**src/lps_pkg.sv**
```systemverilog
`default_nettype none
// ----------------------------------------------------------------------------
// lps_pkg
// shared constants and types for the line pixel stepper
// ----------------------------------------------------------------------------
package lps_pkg;

    localparam int COORD_BITS   = 12;
    localparam int DIM_BITS     = 12;
    localparam int COLOR_BITS   = 32;
    localparam int CFG_IDX_BITS = 2;

    localparam logic [DIM_BITS-1:0]   FRAME_WIDTH_RESET  = DIM_BITS'(640);
    localparam logic [DIM_BITS-1:0]   FRAME_HEIGHT_RESET = DIM_BITS'(480);
    localparam logic [COLOR_BITS-1:0] LINE_COLOR_RESET   = '0;

    typedef enum logic [CFG_IDX_BITS-1:0] {
        CFG_FRAME_WIDTH  = 2'd0,
        CFG_FRAME_HEIGHT = 2'd1,
        CFG_LINE_COLOR   = 2'd2
    } cfg_index_t;

    typedef enum logic {
        KIND_LOAD    = 1'b0,
        KIND_ADVANCE = 1'b1
    } kind_t;

endpackage
`default_nettype wire

```
**src/lps_setup.sv**
```systemverilog
`default_nettype none
// ----------------------------------------------------------------------------
// lps_setup
// line setup: deltas, step directions and major axis from two endpoints
// ----------------------------------------------------------------------------
module lps_setup #(
    parameter int COORD_BITS = lps_pkg::COORD_BITS
) (
    input  wire logic signed [COORD_BITS-1:0] x0,
    input  wire logic signed [COORD_BITS-1:0] y0,
    input  wire logic signed [COORD_BITS-1:0] x1,
    input  wire logic signed [COORD_BITS-1:0] y1,
    output logic             [COORD_BITS:0]   major_delta,
    output logic             [COORD_BITS:0]   minor_delta,
    output logic signed      [COORD_BITS-1:0] major_end,
    output logic                              major_is_x,
    output logic             [1:0]            step_signs
);

    logic signed [COORD_BITS:0] dx;
    logic signed [COORD_BITS:0] dy;
    logic        [COORD_BITS:0] adx;
    logic        [COORD_BITS:0] ady;

    always_comb
    begin
        dx  = (COORD_BITS+1)'(x1) - (COORD_BITS+1)'(x0);
        dy  = (COORD_BITS+1)'(y1) - (COORD_BITS+1)'(y0);
        adx = dx[COORD_BITS] ? $unsigned(-dx) : $unsigned(dx);
        ady = dy[COORD_BITS] ? $unsigned(-dy) : $unsigned(dy);

        // bit 0: x steps up, bit 1: y steps up
        step_signs[0] = !dx[COORD_BITS] && (dx != '0);
        step_signs[1] = !dy[COORD_BITS] && (dy != '0);

        major_is_x = adx > ady;
        if (major_is_x)
        begin
            major_delta = adx;
            minor_delta = ady;
            major_end   = x1;
        end
        else
        begin
            major_delta = ady;
            minor_delta = adx;
            major_end   = y1;
        end
    end

endmodule
`default_nettype wire

```
**src/line_pixel_stepper.sv**
```systemverilog
`default_nettype none
// ----------------------------------------------------------------------------
// line_pixel_stepper
// integer line rasteriser, one pixel per advance command
// ----------------------------------------------------------------------------
// usage
//   command channel: a command is taken on a rising edge with start high and
//   busy low; busy stays low, so one command can be issued every cycle.
//   kind selects a line load (endpoints) or an advance (next pixel).
//   a load produces nothing; an advance on an active line produces one pixel
//   with colour, in-view flag and last marker; an advance with no active
//   line produces nothing.
//   a pixel passes through the command register and then the result register
//   after its advance transfer, and is marked on the result ports by result_valid.
//   throughput: one command per cycle, set by the single step of add,
//   compare and subtract on the error term between the command register and
//   the result register.
//   the receiver cannot stall; results must be taken as they appear.
//   configuration: cfg_valid/cfg_ready write channel (ready always high)
//   carrying a register index and data; write only while no command is
//   outstanding. indexes beyond the register list are ignored.
//   reset: no active line, frame 640 x 480, colour zero.
// ----------------------------------------------------------------------------
module line_pixel_stepper #(
    parameter int COORD_BITS = lps_pkg::COORD_BITS
) (
    input  wire logic                                  clk,
    input  wire logic                                  rst_n,
    input  wire logic                                  start,
    output logic                                       busy,
    input  wire logic                                  kind,
    input  wire logic signed [COORD_BITS-1:0]          start_x,
    input  wire logic signed [COORD_BITS-1:0]          start_y,
    input  wire logic signed [COORD_BITS-1:0]          end_x,
    input  wire logic signed [COORD_BITS-1:0]          end_y,
    input  wire logic                                  cfg_valid,
    output logic                                       cfg_ready,
    input  wire logic        [lps_pkg::CFG_IDX_BITS-1:0] cfg_index,
    input  wire logic        [lps_pkg::COLOR_BITS-1:0]   cfg_data,
    output logic                                       result_valid,
    output logic signed      [COORD_BITS-1:0]          pixel_x,
    output logic signed      [COORD_BITS-1:0]          pixel_y,
    output logic                                       in_view,
    output logic             [lps_pkg::COLOR_BITS-1:0] pixel_color,
    output logic                                       last
);

    localparam int ERR_BITS = COORD_BITS + 2;
    localparam int CMP_BITS = COORD_BITS + lps_pkg::DIM_BITS;

    // configuration
    logic [lps_pkg::DIM_BITS-1:0]   frame_width_reg;
    logic [lps_pkg::DIM_BITS-1:0]   frame_height_reg;
    logic [lps_pkg::COLOR_BITS-1:0] line_color_reg;

    // command register
    logic                           cmd_valid_reg;
    logic                           cmd_kind_reg;
    logic signed [COORD_BITS-1:0]   cmd_x0_reg;
    logic signed [COORD_BITS-1:0]   cmd_y0_reg;
    logic signed [COORD_BITS-1:0]   cmd_x1_reg;
    logic signed [COORD_BITS-1:0]   cmd_y1_reg;

    // line state
    logic                           line_active_reg, line_active_next;
    logic signed [COORD_BITS-1:0]   cur_x_reg, cur_x_next;
    logic signed [COORD_BITS-1:0]   cur_y_reg, cur_y_next;
    logic signed [COORD_BITS-1:0]   major_end_reg, major_end_next;
    logic                           major_is_x_reg, major_is_x_next;
    logic [1:0]                     step_signs_reg, step_signs_next;
    logic [COORD_BITS:0]            major_delta_reg, major_delta_next;
    logic [COORD_BITS:0]            minor_delta_reg, minor_delta_next;
    logic signed [ERR_BITS-1:0]     error_reg, error_next;

    // result register
    logic                           res_valid_reg, res_valid_next;
    logic signed [COORD_BITS-1:0]   res_x_reg, res_x_next;
    logic signed [COORD_BITS-1:0]   res_y_reg, res_y_next;
    logic                           res_view_reg, res_view_next;
    logic [lps_pkg::COLOR_BITS-1:0] res_color_reg, res_color_next;
    logic                           res_last_reg, res_last_next;

    // setup results
    logic [COORD_BITS:0]            su_major_delta;
    logic [COORD_BITS:0]            su_minor_delta;
    logic signed [COORD_BITS-1:0]   su_major_end;
    logic                           su_major_is_x;
    logic [1:0]                     su_step_signs;

    // step terms
    logic signed [COORD_BITS-1:0]   step_x;
    logic signed [COORD_BITS-1:0]   step_y;
    logic signed [COORD_BITS-1:0]   major_pos;
    logic                           is_last;
    logic signed [ERR_BITS-1:0]     err_sum;
    logic signed [ERR_BITS:0]       err_twice;
    logic                           minor_step;

    assign busy      = 1'b0;
    assign cfg_ready = 1'b1;

    lps_setup #(
        .COORD_BITS (COORD_BITS)
    ) u_setup (
        .x0          (cmd_x0_reg),
        .y0          (cmd_y0_reg),
        .x1          (cmd_x1_reg),
        .y1          (cmd_y1_reg),
        .major_delta (su_major_delta),
        .minor_delta (su_minor_delta),
        .major_end   (su_major_end),
        .major_is_x  (su_major_is_x),
        .step_signs  (su_step_signs)
    );

    always_ff @(posedge clk or negedge rst_n)
    begin
        if (!rst_n)
        begin
            frame_width_reg  <= lps_pkg::FRAME_WIDTH_RESET;
            frame_height_reg <= lps_pkg::FRAME_HEIGHT_RESET;
            line_color_reg   <= lps_pkg::LINE_COLOR_RESET;
        end
        else if (cfg_valid && cfg_ready)
        begin
            case (cfg_index)
                lps_pkg::CFG_FRAME_WIDTH:
                    frame_width_reg <= cfg_data[lps_pkg::DIM_BITS-1:0];
                lps_pkg::CFG_FRAME_HEIGHT:
                    frame_height_reg <= cfg_data[lps_pkg::DIM_BITS-1:0];
                lps_pkg::CFG_LINE_COLOR:
                    line_color_reg <= cfg_data;
                default:
                    ;
            endcase
        end
    end

    // command capture
    always_ff @(posedge clk or negedge rst_n)
    begin
        if (!rst_n)
        begin
            cmd_valid_reg <= 1'b0;
        end
        else
        begin
            cmd_valid_reg <= start && !busy;
        end
    end

    always_ff @(posedge clk)
    begin
        if (start && !busy)
        begin
            cmd_kind_reg <= kind;
            cmd_x0_reg   <= start_x;
            cmd_y0_reg   <= start_y;
            cmd_x1_reg   <= end_x;
            cmd_y1_reg   <= end_y;
        end
    end

    always_comb
    begin
        step_x    = step_signs_reg[0] ? COORD_BITS'(1) : '1;
        step_y    = step_signs_reg[1] ? COORD_BITS'(1) : '1;
        major_pos = major_is_x_reg ? cur_x_reg : cur_y_reg;
        is_last   = major_pos == major_end_reg;
        err_sum   = error_reg + $signed(ERR_BITS'(minor_delta_reg));
        err_twice = {err_sum, 1'b0};
        minor_step = err_twice >= $signed((ERR_BITS+1)'(major_delta_reg));

        line_active_next = line_active_reg;
        cur_x_next       = cur_x_reg;
        cur_y_next       = cur_y_reg;
        major_end_next   = major_end_reg;
        major_is_x_next  = major_is_x_reg;
        step_signs_next  = step_signs_reg;
        major_delta_next = major_delta_reg;
        minor_delta_next = minor_delta_reg;
        error_next       = error_reg;

        res_valid_next = 1'b0;
        res_x_next     = cur_x_reg;
        res_y_next     = cur_y_reg;
        res_view_next  = !cur_x_reg[COORD_BITS-1] && !cur_y_reg[COORD_BITS-1]
                      && (CMP_BITS'($unsigned(cur_x_reg)) < CMP_BITS'(frame_width_reg))
                      && (CMP_BITS'($unsigned(cur_y_reg)) < CMP_BITS'(frame_height_reg));
        res_color_next = line_color_reg;
        res_last_next  = is_last;

        if (cmd_valid_reg)
        begin
            case (lps_pkg::kind_t'(cmd_kind_reg))
                lps_pkg::KIND_LOAD:
                begin
                    line_active_next = 1'b1;
                    cur_x_next       = cmd_x0_reg;
                    cur_y_next       = cmd_y0_reg;
                    major_end_next   = su_major_end;
                    major_is_x_next  = su_major_is_x;
                    step_signs_next  = su_step_signs;
                    major_delta_next = su_major_delta;
                    minor_delta_next = su_minor_delta;
                    error_next       = '0;
                end
                lps_pkg::KIND_ADVANCE:
                begin
                    if (line_active_reg)
                    begin
                        res_valid_next = 1'b1;
                        if (is_last)
                        begin
                            line_active_next = 1'b0;
                        end
                        else
                        begin
                            error_next = minor_step
                                       ? err_sum - $signed(ERR_BITS'(major_delta_reg))
                                       : err_sum;
                            if (major_is_x_reg)
                            begin
                                cur_x_next = cur_x_reg + step_x;
                                if (minor_step)
                                    cur_y_next = cur_y_reg + step_y;
                            end
                            else
                            begin
                                cur_y_next = cur_y_reg + step_y;
                                if (minor_step)
                                    cur_x_next = cur_x_reg + step_x;
                            end
                        end
                    end
                end
                default:
                    ;
            endcase
        end
    end

    always_ff @(posedge clk or negedge rst_n)
    begin
        if (!rst_n)
        begin
            line_active_reg <= 1'b0;
            cur_x_reg       <= '0;
            cur_y_reg       <= '0;
            major_end_reg   <= '0;
            major_is_x_reg  <= 1'b0;
            step_signs_reg  <= '0;
            major_delta_reg <= '0;
            minor_delta_reg <= '0;
            error_reg       <= '0;
            res_valid_reg   <= 1'b0;
        end
        else
        begin
            line_active_reg <= line_active_next;
            cur_x_reg       <= cur_x_next;
            cur_y_reg       <= cur_y_next;
            major_end_reg   <= major_end_next;
            major_is_x_reg  <= major_is_x_next;
            step_signs_reg  <= step_signs_next;
            major_delta_reg <= major_delta_next;
            minor_delta_reg <= minor_delta_next;
            error_reg       <= error_next;
            res_valid_reg   <= res_valid_next;
        end
    end

    always_ff @(posedge clk)
    begin
        res_x_reg     <= res_x_next;
        res_y_reg     <= res_y_next;
        res_view_reg  <= res_view_next;
        res_color_reg <= res_color_next;
        res_last_reg  <= res_last_next;
    end

    assign result_valid = res_valid_reg;
    assign pixel_x      = res_x_reg;
    assign pixel_y      = res_y_reg;
    assign in_view      = res_view_reg;
    assign pixel_color  = res_color_reg;
    assign last         = res_last_reg;

`ifndef SYNTHESIS
    a_result_from_command: assert property (@(posedge clk) disable iff (!rst_n)
        result_valid |-> $past(start, 2))
        else $error("result without a command two cycles earlier");

    a_last_ends_line: assert property (@(posedge clk) disable iff (!rst_n)
        (result_valid && last && !cmd_valid_reg) |-> !line_active_reg)
        else $error("line still active after its last pixel");

    a_error_bounded: assert property (@(posedge clk) disable iff (!rst_n)
        line_active_reg |->
            ($signed({error_reg, 1'b0}) <= $signed((ERR_BITS+1)'(major_delta_reg))) &&
            ($signed({error_reg, 1'b0}) >= -$signed((ERR_BITS+1)'(major_delta_reg))))
        else $error("error term outside half the major delta");
`endif

endmodule
`default_nettype wire
```
**config.mk**
```make
export PLATFORM = sky130hd
export DESIGN_NAME = line_pixel_stepper
export DESIGN_NICKNAME = d
export VERILOG_FILES = /design/src/lps_pkg.sv /design/src/lps_setup.sv /design/src/line_pixel_stepper.sv
export SDC_FILE = /design/constraint.sdc
export NUM_CORES = 1
export LEC_CHECK = 0
export BUFFER_PORTS_ARGS = -buffer_cell sky130_fd_sc_hd__buf_2
export CELL_PAD_IN_SITES_DETAIL_PLACEMENT = 1
export CELL_PAD_IN_SITES_GLOBAL_PLACEMENT = 1
export CORE_UTILIZATION = 45
export DETAILED_ROUTE_END_ITERATION = 8
export GPL_TIMING_DRIVEN = 0
export PLACE_DENSITY_LB_ADDON = 0.25
export RECOVER_POWER = 50
export SYNTH_ARGS = -nofsm -noshare
export SYNTH_HDL_FRONTEND = slang
export SYNTH_SLANG_ARGS = --single-unit
```
**constraint.sdc**
```tcl
create_clock -name clk -period 9.9 [get_ports clk]
set_clock_uncertainty 0.2 [all_clocks]
set_input_delay 0.495 -clock clk [delete_from_list [all_inputs] [get_ports clk]]
set_output_delay 0.495 -clock clk [all_outputs]
set_load 0.01 [all_outputs]
```
Yosys cells after proc, flatten, opt, wreduce, memory -nomap -nowiden
Cells that the tools add are included.
Widths: inputs -> output; s select.

word-level totals
  bits in registers = 245
  input port bits = 87
  output and inout port bits = 61
  logic and storage cells = 91

operators by class
  $add $sub $neg = 8
  magnitude comparators = 4
  equality and inequality tests = 7
  multiplexer cells = 28
  bitwise operators = 1
  reductions and logical operators = 19

operator list
  operator            count
  $mux 12             12
  $mux 13             4
  $pmux 12 s2         2
  $mux 14             3
  $pmux 14 s2         1
  $neg 13->13         2
  $reduce_bool 13->1  2
  $sub 12x12->13      2
  $add 12x12->12      2
  $lt 12x12->1        2
  $ge 15x14->1        1
  $add 14x14->14      1
  $sub 14x14->14      1
  $gt 13x13->1        1
  $eq 12x12->1        1
  $reduce_and 2->1    4
  $reduce_and 4->1    2
  $logic_and 1x1->1   5
  $mux 1              5
  $logic_not 1->1     4
  $ne 3x1->1 const B  1
  $ne 3x2->1 const B  1
  $reduce_and 3->1    1
  $eq 2x1->1 const B  1
  6 further kinds     6

Depth between registers and ports, before layout
Gate-level depths: netlist (run 1).

  depth in word-level cells = 7
  depth in mapped cells = 23

By module
From an unflattened synthesis (run 1), not the netlist that was laid out.

unflattened totals
  cell total of the unflattened synthesis = 1327
  area total of the unflattened synthesis = 13964.6 µm²

by module, submodules not included
  module              times used  cells an instance  area an instance (µm²)  seq. area each (µm²)
  line_pixel_stepper  1           942                11214.5                 6093.3
  lps_setup           1           385                2750.1                  0.0

Worst setup path before layout (run 1)
Ideal clock, no wire load.

  path type = reg-to-reg
  start = reg cmd_y0_reg[0]
  end = reg minor_delta_reg[11]
  library setup time = 0.094 ns
  arrival time = 4.480 ns
  data required time = 9.606 ns
  path slack = 5.126 ns
  stages on the path, launching flop included = 23
  buffers on the path = 2
  path through = edfxtp_1 -> ha_1 -> fa_1 -> nand2b_1 -> a21oi_1 -> o22ai_1 -> o21ai_1 -> o31a_1 -> clkbuf_1 -> nor2_1 -> xor2_1 -> inv_1 -> ha_1 -> a21o_1 -> a21oi_1 -> a21oi_1 -> o221ai_1 -> nand2b_1 -> a21oi_1 -> nor2_1 -> clkbuf_1 -> and3_1 -> a211oi_1

on the way
  cells in the longest elaborated chain, start to end = 5

ends and longest elaborated chain
  item                    line                       text
  start, declared         line_pixel_stepper.sv:60   logic signed [COORD_BITS-1:0] cmd_y0_reg;
  start signal, assigned  line_pixel_stepper.sv:158  cmd_y0_reg <= start_y;
  $sub 12x12->13 (*)      lps_setup.sv:28            dy = (COORD_BITS+1)'(y1) - (COORD_BITS+1)'(y0);
  $neg 13->13             lps_setup.sv:30            ady = dy[COORD_BITS] ? $unsigned(-dy) : $unsigned(dy);
  $mux 13 (*)             lps_setup.sv:30
  $gt 13x13->1            lps_setup.sv:36            major_is_x = adx > ady;
  $mux 13 (*)             lps_setup.sv:37            if (major_is_x)
  end signal, assigned    line_pixel_stepper.sv:267  minor_delta_reg <= minor_delta_next;
  end, declared           line_pixel_stepper.sv:72   logic [COORD_BITS:0] minor_delta_reg, minor_delta_next;

Every way passes the cells marked *; elsewhere a longest branch is shown, timed or not.
A chain may end at the register's enable or synchronous reset.

Worst setup path in the final report (run 1)
  start = reg cmd_y0_reg[0]
  end = reg major_end_reg[2]

on the way
  cells in the longest elaborated chain, start to end = 5

ends and longest elaborated chain
  item                  line                       text
  $sub 12x12->13 (*)    lps_setup.sv:28
  $neg 13->13           lps_setup.sv:30
  $mux 13 (*)           lps_setup.sv:30
  $gt 13x13->1 (*)      lps_setup.sv:36
  $mux 12 (*)           lps_setup.sv:37
  end signal, assigned  line_pixel_stepper.sv:263  major_end_reg <= major_end_next;
  end, declared         line_pixel_stepper.sv:68   logic signed [COORD_BITS-1:0] major_end_reg, major_end_next;

Marks and branches as above.

==> results of run 1 <==
-- worst max-delay path: cells and delay by family, from the launching register on --
kind / cells / cell delay, ns
AOI/OAI and AO/OA: 9 / 1.59
DFF: 1 / 0.49
muxes: 1 / 0.45
buffers and inverters: 3 / 1.15
adders and majority gates: 3 / 0.99
and+or+nand+nor: 5 / 0.90
xor gates and xnor gates: 1 / 0.38
-- cells in the final DEF, fill, tap and decap left out, types with 57 or more instances in the layout --
| master | netlist | routed |
|---|---|---|
| nand2_1 | 93 | 93 |
| ha_1 | 119 | 119 |
| dfxtp_1 | 58 | 58 |
| inv_1 | 101 | 101 |
| o21ai_1 | 57 | 57 |
| mux2i_1 | 70 | 70 |
| dfrtp_1 | 132 | 132 |
| nor2_1 | 68 | 68 |
| dlygate4sd3_1 | 0 | 82 |
| buf_2 | 3 | 131 |
| a21oi_1 | 73 | 73 |
-- cells by family (layout without fill, tap and decap cells) --
group | after synthesis | count (layout) | synth area share
buf+inv | 139 | 419 | 0.0393
fa+ha+maj | 125 | 125 | 0.119
xor+xnor | 80 | 80 | 0.0517
mux | 120 | 120 | 0.0932
flops | 245 | 245 | 0.449
compound gates | 296 | 296 | 0.143
simple gates | 290 | 290 | 0.104
other cells | 2 | 2 | 0.000554
-- layer usage --
metal | wire length (µm) | GRT usage
met1 | 16700 | 0.328
met2 | 20000 | 0.467
met3 | 1500 | 0.0284
met4 | 1220 | 0.0844
met5 | 0 | 0
-- per-stage QoR --
stage                     power, mW  utilization
after global routing           6.04        0.559
final                          5.59        0.559
after detailed placement       4.48        0.500
after CTS                      5.61        0.560
after global placement         4.35        0.499
after floorplan                3.65            -
-- layout make-up --
class | count | area, µm²
fill | 3292 | 13100
multi-input combinational | 913 | 6940
sequential | 245 | 6090
timing repair buffer | 228 | 1550
clock buffer | 40 | 818
tap | 390 | 488
inverter | 104 | 390
clock inverter | 12 | 155
buffer | 35 | 143
-- timing repair --
action / CTS / global route
hold buffers: 82 / 0
buffers inserted: 0 / 0
endpoints found under the setup margin: 0 / 0
endpoints found under the hold margin: 168 / 0
-- power groups by stage --
stage | clock network, mW | logic [mW] | registers (mW)
6_report | 1.07 | 2.97 | 1.56
4_1_cts | 1.09 | 2.97 | 1.55
3_3_place_gp | 0 | 2.79 | 1.56
5_1_grt | 1.13 | 3.32 | 1.58
2_1_floorplan | 0 | 2.14 | 1.51
3_5_place_dp | 0 | 2.91 | 1.57
-- final timing paths --
check	start	end	slack, ns
setup reg to reg	cmd_y0_reg[0]$_DFFE_PP_	major_end_reg[2]$_DFFE_PN0P_	3.60
hold reg to reg	line_color_reg[9]$_DFFE_PN0P_	pixel_color[9]$_DFF_P_	0.16
min in group asynchronous	rst_n	line_color_reg[8]$_DFFE_PN0P_	1.61
hold / removal	line_color_reg[9]$_DFFE_PN0P_	pixel_color[9]$_DFF_P_	0.16
setup / recovery	cmd_y0_reg[0]$_DFFE_PP_	major_end_reg[2]$_DFFE_PN0P_	3.60
max in group asynchronous	rst_n	error_reg[0]$_DFFE_PN0P_	5.64
==> flow_metrics.env, run 1 <==
export IMPL_status="finished, violations left"
export IMPL_failed_checks="max-capacitance violations, max-slew violations"
export IMPL_drtIter0Drc=469
export IMPL_gp_congestion=0.882
export IMPL_pre_cts_slack_ns=3.63
export IMPL_num_rows=63
export IMPL_clockBufferDepth=3
export IMPL_critPathMaxFanout=10
export IMPL_synth_ff_type="dfrtp_1"
export IMPL_pwr_share_clk=0.192
export IMPL_p_leak_nw=7.51
export IMPL_endpoint_kind="register"
export IMPL_worstPathCellList="ha_1 > fa_1 > nand2b_1 > a21oi_1 > o22ai_1 > o21ai_1 > o31a_1 > clkbuf_1 > nor2_1 > xnor2_1 > inv_1 > ha_1 > nand3_1 > o21bai_1 > a21oi_1 > o221ai_1 > nand2b_1 > a21oi_1 > nor2_1 > clkbuf_1 > mux2i_1 > o21ai_1"
export IMPL_pwr_share_seq=0.278
export IMPL_ant_nets=0
export IMPL_rsz0062_at_grt="no"
export IMPL_hold_depth=0
export IMPL_dpl_cell_area_mm2=0.0148
export IMPL_fin_setup_tns_ns=0
export IMPL_synth_cell_types=77
export IMPL_die_h_um=176
export IMPL_synthCells=1297
export IMPL_p_int_mw=3.23
export IMPL_irDropWorstVdd_mv=0.182
export IMPL_synth_edff_count=49
export IMPL_syn_mean_instance_area_um2=10.5
export IMPL_grt_pass1_vias=11573
export IMPL_grt_pass1_wl_um=63100
export IMPL_arrival_ns=6.51
export IMPL_grt_max_degree=71
export IMPL_min_period_ns=6.30
export IMPL_crit_path_max_incr_delay_ns=0.71
export IMPL_num_nets_final=1767
export IMPL_antenna_found_initial=0
export IMPL_hold_ws_ns=0.162
export IMPL_cts_made_buffers=28
export IMPL_portBuffers=145
export IMPL_diodes=0
export IMPL_crit_slowest_cell="clkbuf_1"
export IMPL_critical_path_class="reg -> reg"
export IMPL_cts_root_buf="clkbuf_16"
export IMPL_cts_resized=0
export IMPL_vias=10673
export IMPL_powerDensity_mw_per_mm2=337
export IMPL_finalSetupViolations=0
export IMPL_wl_um=39400
export IMPL_layout_drive_gt1_share=0.159
export IMPL_cts_tree="built"
export IMPL_switching_share=0.422
export IMPL_dp_hpwl_um=28600
export IMPL_maxCapViolCount=2
export IMPL_synth_most_common_cell="dfrtp_1"
export IMPL_ys_ff_latch=245
export IMPL_yosysTopAreaCell="dfrtp_1"
export IMPL_areaGrowthSynthToFinish_pct=22.2
export IMPL_dieArea_mm2=0.0308
export IMPL_stdcell_area_mm2=0.0166
export IMPL_p_sw_mw=2.36
export IMPL_synth_seq_area_share=0.449
export IMPL_insertion_delay_ns=0.58
export IMPL_grt_overflow=0
export IMPL_async_flop_share=0.563
export IMPL_fin_ws_ns=3.60
export IMPL_ioPinCount=148
export IMPL_initial_core_util=0.458
export IMPL_reg2reg_depth=22
export IMPL_design_core_area_mm2=0.0296
export IMPL_final_hold_viol_count=0
export IMPL_grtUsageTotal=0.261
export IMPL_combPwrFrac=0.530
export IMPL_synthTopCellsByArea="dfrtp_1 (24%), ha_1 (11%), edfxtp_1 (11%)"
export IMPL_die_w_um=176
export IMPL_synth_net_count=1509
export IMPL_fin_cells=1967
export IMPL_critPathRequiredTime_ns=10.11
export IMPL_slew_headroom=-1.61
export IMPL_crit_top_cell="a21oi_1"
export IMPL_syn_area_mm2=0.0136
export IMPL_hold_class="reg -> reg"
export IMPL_critPathLaunchType="register"
export IMPL_vias_per_cell=5.43
export IMPL_max_freq_ghz=0.159
export IMPL_post_drt_wl_per_cell_um=20.0
export IMPL_yosysTopAreaCellShare=0.244
export IMPL_cts_sinks=245
export IMPL_clk_pin_slew_ns=0.06
export IMPL_period_share=0.636
export IMPL_dr_pass1_iters=5
export IMPL_finalMaxSlewViolations=121
export IMPL_dp_cells=1833
export IMPL_cts_max_level=1
export IMPL_synth_common_cells="dfrtp_1 (132), ha_1 (119), inv_1 (101), nand2_1 (93), a21oi_1 (73)"
export IMPL_worst_pin_slew_ns=3.92
export IMPL_yosysWarnings=0
export IMPL_remaining_drc_errors=0
No activity file was read; power rests on OpenSTA's default activity.
==> inputs of run 2 (changes only) <==
- ABC_AREA: not set -> 1
- clock period: 9.9 -> 5.9 ns (I/O delays scaled with it)
==> flow_metrics.env, run 2 <==
export IMPL_clockBufferDepth=3
export IMPL_cts_max_level=1
export IMPL_finalSetupViolations=0
export IMPL_yosysTopAreaCell="dfrtp_1"
export IMPL_dieArea_mm2=0.0323
export IMPL_mostFrequentLayoutCells="nand2_1 (517), inv_1 (211), nand3_1 (161), buf_2 (141), dfrtp_1 (132)"
export IMPL_cts_tree="built"
export IMPL_yosysTopAreaCellShare=0.232
export IMPL_critPathRequiredTime_ns=6.13
export IMPL_synth_cell_types=47
export IMPL_synthTopCellsByArea="dfrtp_1 (23%), nand2_1 (14%), ha_1 (10%)"
export IMPL_critPathLaunchType="register"
export IMPL_p_leak_nw=8.86
export IMPL_min_period_ns=5.34
export IMPL_grt_pass1_vias=14234
export IMPL_grt_pass1_wl_um=76100
export IMPL_critical_path_class="reg -> reg"
export IMPL_antenna_found_initial=3
export IMPL_wl_um=48000
export IMPL_num_nets_final=2221
export IMPL_clk_pin_slew_ns=0.06
export IMPL_finalCoreUtilization=0.559
export IMPL_r2r_start="cmd_x0_reg[0]$_DFFE_PP_"
export IMPL_design_core_area_mm2=0.0308
export IMPL_vias_per_cell=5.42
export IMPL_post_drt_wl_per_cell_um=19.8
export IMPL_irDropWorstVdd_mv=0.253
export IMPL_worstHoldEndpoint="frame_width_reg[1]$_DFFE_PN0P_"
export IMPL_cts_sinks=245
export IMPL_reg2reg_to="major_delta_reg[10]$_DFFE_PN0P_"
export IMPL_yosysWarnings=0
export IMPL_drtIter0Drc=738
export IMPL_cts_root_buf="clkbuf_16"
export IMPL_async_flop_share=0.563
export IMPL_multi_input_area_mm2=0.00708
export IMPL_seqCellArea_mm2=0.00609
export IMPL_status="finished, violations left"
export IMPL_initial_core_util=0.461
export IMPL_hold_class="in -> reg"
export IMPL_final_hold_viol_count=0
export IMPL_endpoint_kind="register"
export IMPL_grt_overflow=0
export IMPL_ioPinCount=148
export IMPL_ff2ff_setup_slack_ns=0.56
export IMPL_powerDensity_mw_per_mm2=549
export IMPL_num_rows=64
export IMPL_die_w_um=180
export IMPL_period_share=0.905
export IMPL_synth_common_cells="nand2_1 (517), inv_1 (211), nand3_1 (161), dfrtp_1 (132), ha_1 (119)"
export IMPL_synth_net_count=1963
export IMPL_reg2reg_depth=25
export IMPL_ys_ff_latch=245
export IMPL_vias=13175
export IMPL_synth_seq_area_share=0.429
export IMPL_dp_hpwl_um=35000
export IMPL_fillerInstances=3749
export IMPL_fin_setup_tns_ns=0
export IMPL_gp_congestion=0.891
export IMPL_portBuffers=145
export IMPL_hold_ws_ns=0.0172
export IMPL_synthCells=1751
export IMPL_dr_pass1_iters=8
export IMPL_areaGrowthSynthToFinish_pct=21.2
export IMPL_syn_area_mm2=0.0142
export IMPL_worst_pin_slew_ns=3.77
export IMPL_layout_drive_gt1_share=0.120
export IMPL_max_freq_ghz=0.187
export IMPL_rsz0062_at_grt="no"
export IMPL_synth_edff_count=49
export IMPL_cts_made_buffers=28
export IMPL_remaining_drc_errors=12
export IMPL_fin_cells=2430
export IMPL_critPathMaxFanout=10
export IMPL_slew_headroom=-1.51
export IMPL_synth_ff_type="dfrtp_1"
export IMPL_failed_checks="design-rule violations, max-capacitance violations, max-slew violations"
export IMPL_maxCapViolCount=2
export IMPL_syn_mean_instance_area_um2=8.12
export IMPL_min_delay_start="cfg_valid"
export IMPL_ant_nets=0
export IMPL_dp_cells=2293
export IMPL_mostFrequentLayoutCell="nand2_1"
export IMPL_arrival_ns=5.57
export IMPL_synth_most_common_cell="nand2_1"
export IMPL_insertion_delay_ns=0.55
export IMPL_finalMaxSlewViolations=114
export IMPL_grt_max_degree=77
export IMPL_grtUsageTotal=0.299
export IMPL_hold_depth=4
export IMPL_die_h_um=180
export IMPL_power_total_mw=9.46
-- run 2: cell count changes in the layout (fill, tap and decap cells not counted), moves of 56 or more --
cell     delta
mux2i_1    -70
o21ai_0    +68
o21ai_1    -56
nand3_1   +148
inv_1     +110
nand2_1   +424
-- run 2: worst max path at each step --
stage,start,end,slack (ns)
2_1_floorplan,cmd_y0_reg[0]$_DFFE_PP_,major_delta_reg[10]$_DFFE_PN0P_,1.89
3_3_place_gp,cmd_x0_reg[0]$_DFFE_PP_,major_delta_reg[10]$_DFFE_PN0P_,0.79
3_5_place_dp,cmd_x0_reg[0]$_DFFE_PP_,major_end_reg[9]$_DFFE_PN0P_,0.67
4_1_cts,cmd_x0_reg[0]$_DFFE_PP_,major_end_reg[9]$_DFFE_PN0P_,0.62
5_1_grt,cmd_x0_reg[0]$_DFFE_PP_,major_end_reg[9]$_DFFE_PN0P_,0.11
6_report,cmd_x0_reg[0]$_DFFE_PP_,major_delta_reg[10]$_DFFE_PN0P_,0.56
-- run 2: repair_timing --
item                                   4_1_cts  5_1_grt
endpoints found under the hold margin      167        0
hold buffers                                82        0
setup buffers                                0        0
resized for setup                            0        0
-- run 2: cell type report --
type / count / area share
Tap cell: 396 / 0.0288
Buffer: 42 / 0.0136
Clock buffer: 38 / 0.0463
Antenna cell: 3 / 0.000436
Sequential cell: 245 / 0.354
Timing Repair Buffer: 228 / 0.0905
Inverter: 215 / 0.0469
Multi-Input combinational cell: 1249 / 0.411
Clock inverter: 14 / 0.00900
-- run 2: critical path: stages (launching register included) --
cell	delay (ns)
edfxtp_1	0.47
ha_1	0.30
fa_1	0.45
inv_1	0.11
nand3_1	0.07
nand3_1	0.16
nand4_1	0.13
nand3_1	0.11
nand2_1	0.07
nand2_1	0.25
inv_1	0.12
buf_2	0.20
nand2_1	0.07
o21ai_0	0.22
ha_1	0.37
nand2_1	0.08
o21ai_0	0.22
a21oi_1	0.10
o211ai_1	0.34
nand2_1	0.14
nand2_1	0.31
inv_1	0.10
buf_2	0.22
buf_2	0.23
nand2_1	0.10
nand3_1	0.06
-- run 2: report_power, final --
group | leakage, nW | total [mW] | switching [mW] | internal (mW)
clock network | 0.468 | 1.81 | 0.726 | 1.08
logic | 5.72 | 5.04 | 3.15 | 1.89
registers | 2.67 | 2.61 | 0.416 | 2.19
-- run 2: stage by stage --
step	setup WS, ns	instance area (µm²)
floorplan	1.89	14200
global placement	0.795	15400
detailed placement	0.670	15500
CTS	0.616	17200
global route	0.114	17200
finish	0.559	17200
-- run 2: kinds of logic (layout without fill, tap and decap cells) --
logic type,after synthesis,in the layout,synth area share
AND/OR/NAND/NOR,814,814,0.241
other,2,5,0.000528
flip-flops,245,245,0.429
buffers and inverters,257,537,0.0733
adder cells (fa/ha/maj),125,125,0.113
multiplexers,20,20,0.0158
XOR/XNOR,58,58,0.0363
AO/OA/AOI/OAI,230,230,0.0911
-- run 2: layer usage --
| metal | up-vias | share of wire | global-route usage |
|---|---|---|---|
| li1 | 6270 | - | - |
| met1 | 6475 | 0.43 | 0.373 |
| met2 | 328 | 0.49 | 0.525 |
| met3 | 102 | 0.042 | 0.0377 |
| met4 | 0 | 0.037 | 0.114 |
| met5 | - | 0 | 0 |
==> inputs of run 3 (changes only) <==
- CORE_MARGIN: not set -> 2
- TNS_END_PERCENT: not set -> 30
==> flow_metrics.env, run 3 (synthesis results as in run 2) <==
export IMPL_mostFrequentLayoutCell="nand2_1"
export IMPL_post_drt_wl_per_cell_um=19.5
export IMPL_worstHoldEndpoint="frame_height_reg[11]$_DFFE_PN0P_"
export IMPL_critPathMaxFanout=10
export IMPL_die_h_um=182
export IMPL_grt_pass1_vias=13905
export IMPL_max_freq_ghz=0.187
export IMPL_cts_tree="built"
export IMPL_gp_congestion=0.883
export IMPL_critPathRequiredTime_ns=6.13
export IMPL_cts_root_buf="clkbuf_16"
export IMPL_irDropWorstVdd_mv=0.326
export IMPL_critical_path_class="reg -> reg"
export IMPL_r2r_start="cmd_x0_reg[0]$_DFFE_PP_"
export IMPL_crit_family="simple AND/OR/NAND/NOR gates"
export IMPL_crit_buf_inv=6
export IMPL_layout_drive_gt1_share=0.119
export IMPL_status="finished, violations left"
export IMPL_finalMaxSlewViolations=123
export IMPL_crit_slowest_cell="edfxtp_1"
export IMPL_min_delay_start="cfg_index[0]"
export IMPL_cts_sinks=245
export IMPL_ff2ff_setup_slack_ns=0.55
export IMPL_antenna_found_initial=0
export IMPL_design_core_area_mm2=0.0313
export IMPL_areaGrowthSynthToFinish_pct=21.3
export IMPL_rsz0062_at_grt="no"
export IMPL_vias=13063
export IMPL_grt_max_degree=73
export IMPL_failed_checks="max-capacitance violations, max-slew violations"
export IMPL_num_rows=65
export IMPL_hold_ws_ns=0.0783
export IMPL_period_share=0.906
export IMPL_worst_pin_slew_ns=4.15
export IMPL_crit_path_max_incr_delay_ns=0.50
export IMPL_fillerInstances=3785
export IMPL_fin_setup_tns_ns=0
export IMPL_finalSetupViolations=0
export IMPL_clockBufferDepth=3
export IMPL_powerDensity_mw_per_mm2=551
export IMPL_vias_per_cell=5.37
export IMPL_endpoint_kind="register"
export IMPL_multi_input_area_mm2=0.00708
export IMPL_maxCapViolCount=2
export IMPL_remaining_drc_errors=0
export IMPL_num_nets_final=2222
export IMPL_cts_resized=0
export IMPL_clk_pin_slew_ns=0.06
export IMPL_dp_hpwl_um=35100
export IMPL_initial_core_util=0.454
export IMPL_reg2reg_to="major_end_reg[9]$_DFFE_PN0P_"
export IMPL_reg2reg_depth=25
export IMPL_drtIter0Drc=699
export IMPL_arrival_ns=5.58
export IMPL_dp_cells=2299
export IMPL_critPathLaunchType="register"
export IMPL_crit_top_cell="nand2_1"
export IMPL_hold_class="in -> reg"
export IMPL_wl_um=47300
export IMPL_p_leak_nw=8.85
export IMPL_grt_overflow=0
export IMPL_fin_cells=2433
export IMPL_cts_made_buffers=27
export IMPL_hold_depth=4
export IMPL_ioPinCount=148
export IMPL_seqCellArea_mm2=0.00609
export IMPL_slew_headroom=-1.77
export IMPL_insertion_delay_ns=0.56
export IMPL_ant_nets=0
export IMPL_diodes=0
export IMPL_dieArea_mm2=0.0330
export IMPL_grtUsageTotal=0.288
export IMPL_grt_pass1_wl_um=74500
export IMPL_dr_pass1_iters=5
export IMPL_cts_max_level=1
export IMPL_die_w_um=182
export IMPL_final_hold_viol_count=0
export IMPL_portBuffers=145
export IMPL_min_period_ns=5.35
export IMPL_mostFrequentLayoutCells="nand2_1 (517), inv_1 (211), nand3_1 (161), buf_2 (139), dfrtp_1 (132)"
-- run 3: cell count changes in the layout (fill, tap and decap cells not counted), sizes merged --
cell | before | now
clkinvlp | 1 | 3
clkinv | 11 | 7
clkbuf | 73 | 76
diode | 3 | 0
dlygate4sd3 | 82 | 84
buf | 153 | 151
bufinv | 3 | 2
-- run 3: how the worst max path moves through the flow --
stage,start,end,slack [ns],cells after the start
after floorplan,cmd_y0_reg[0]$_DFFE_PP_,major_delta_reg[10]$_DFFE_PN0P_,1.89,26
after global placement,cmd_x0_reg[0]$_DFFE_PP_,major_delta_reg[10]$_DFFE_PN0P_,0.81,25
after detailed placement,cmd_x0_reg[0]$_DFFE_PP_,major_end_reg[7]$_DFFE_PN0P_,0.68,25
after CTS,cmd_x0_reg[0]$_DFFE_PP_,major_end_reg[9]$_DFFE_PN0P_,0.63,25
after global routing,cmd_x0_reg[0]$_DFFE_PP_,major_end_reg[9]$_DFFE_PN0P_,0.15,24
final,cmd_x0_reg[0]$_DFFE_PP_,major_end_reg[9]$_DFFE_PN0P_,0.55,25
-- run 3: routing by layer --
layer | track usage | share of wire | vias to the layer above
met4 | 0.0914 | 0.032 | 0
met2 | 0.506 | 0.48 | 339
li1 | - | - | 6260
met3 | 0.0365 | 0.045 | 102
met1 | 0.368 | 0.44 | 6362
met5 | 0 | 0 | -
-- run 3: repair_timing --
action | 4_1_cts | 5_1_grt
setup buffers | 0 | 0
hold buffers | 84 | 0
hold endpoints to repair | 175 | 0
-- run 3: area by class of cell --
class	instances	area share
buffer	42	0.0136
timing repair buffer	230	0.0913
clock inverter	11	0.00769
inverter	215	0.0469
multi-input combinational	1249	0.410
clock buffer	39	0.0478
sequential	245	0.353
tap	402	0.0292
-- run 3: report_power, final --
group          switching [mW]  internal [mW]  leakage [nW]
Sequential              0.390           2.19          2.67
Clock                   0.735           1.07         0.463
Combinational            3.23           1.89          5.71
-- run 3: through the flow --
step,utilization,power (mW),area (µm²),worst slack (ns)
floorplan,-,6.03,14200,1.89
global placement,0.493,7.28,15400,0.812
detailed placement,0.494,7.54,15500,0.677
CTS,0.552,9.45,17300,0.631
global route,0.551,10.2,17200,0.153
finish,0.551,9.50,17200,0.554
-- run 3: tightest hold or removal path: stages --
cell	delay, ns
buf_2	0.10
nand3_1	0.24
nand2_1	0.07
o21ai_0	0.07
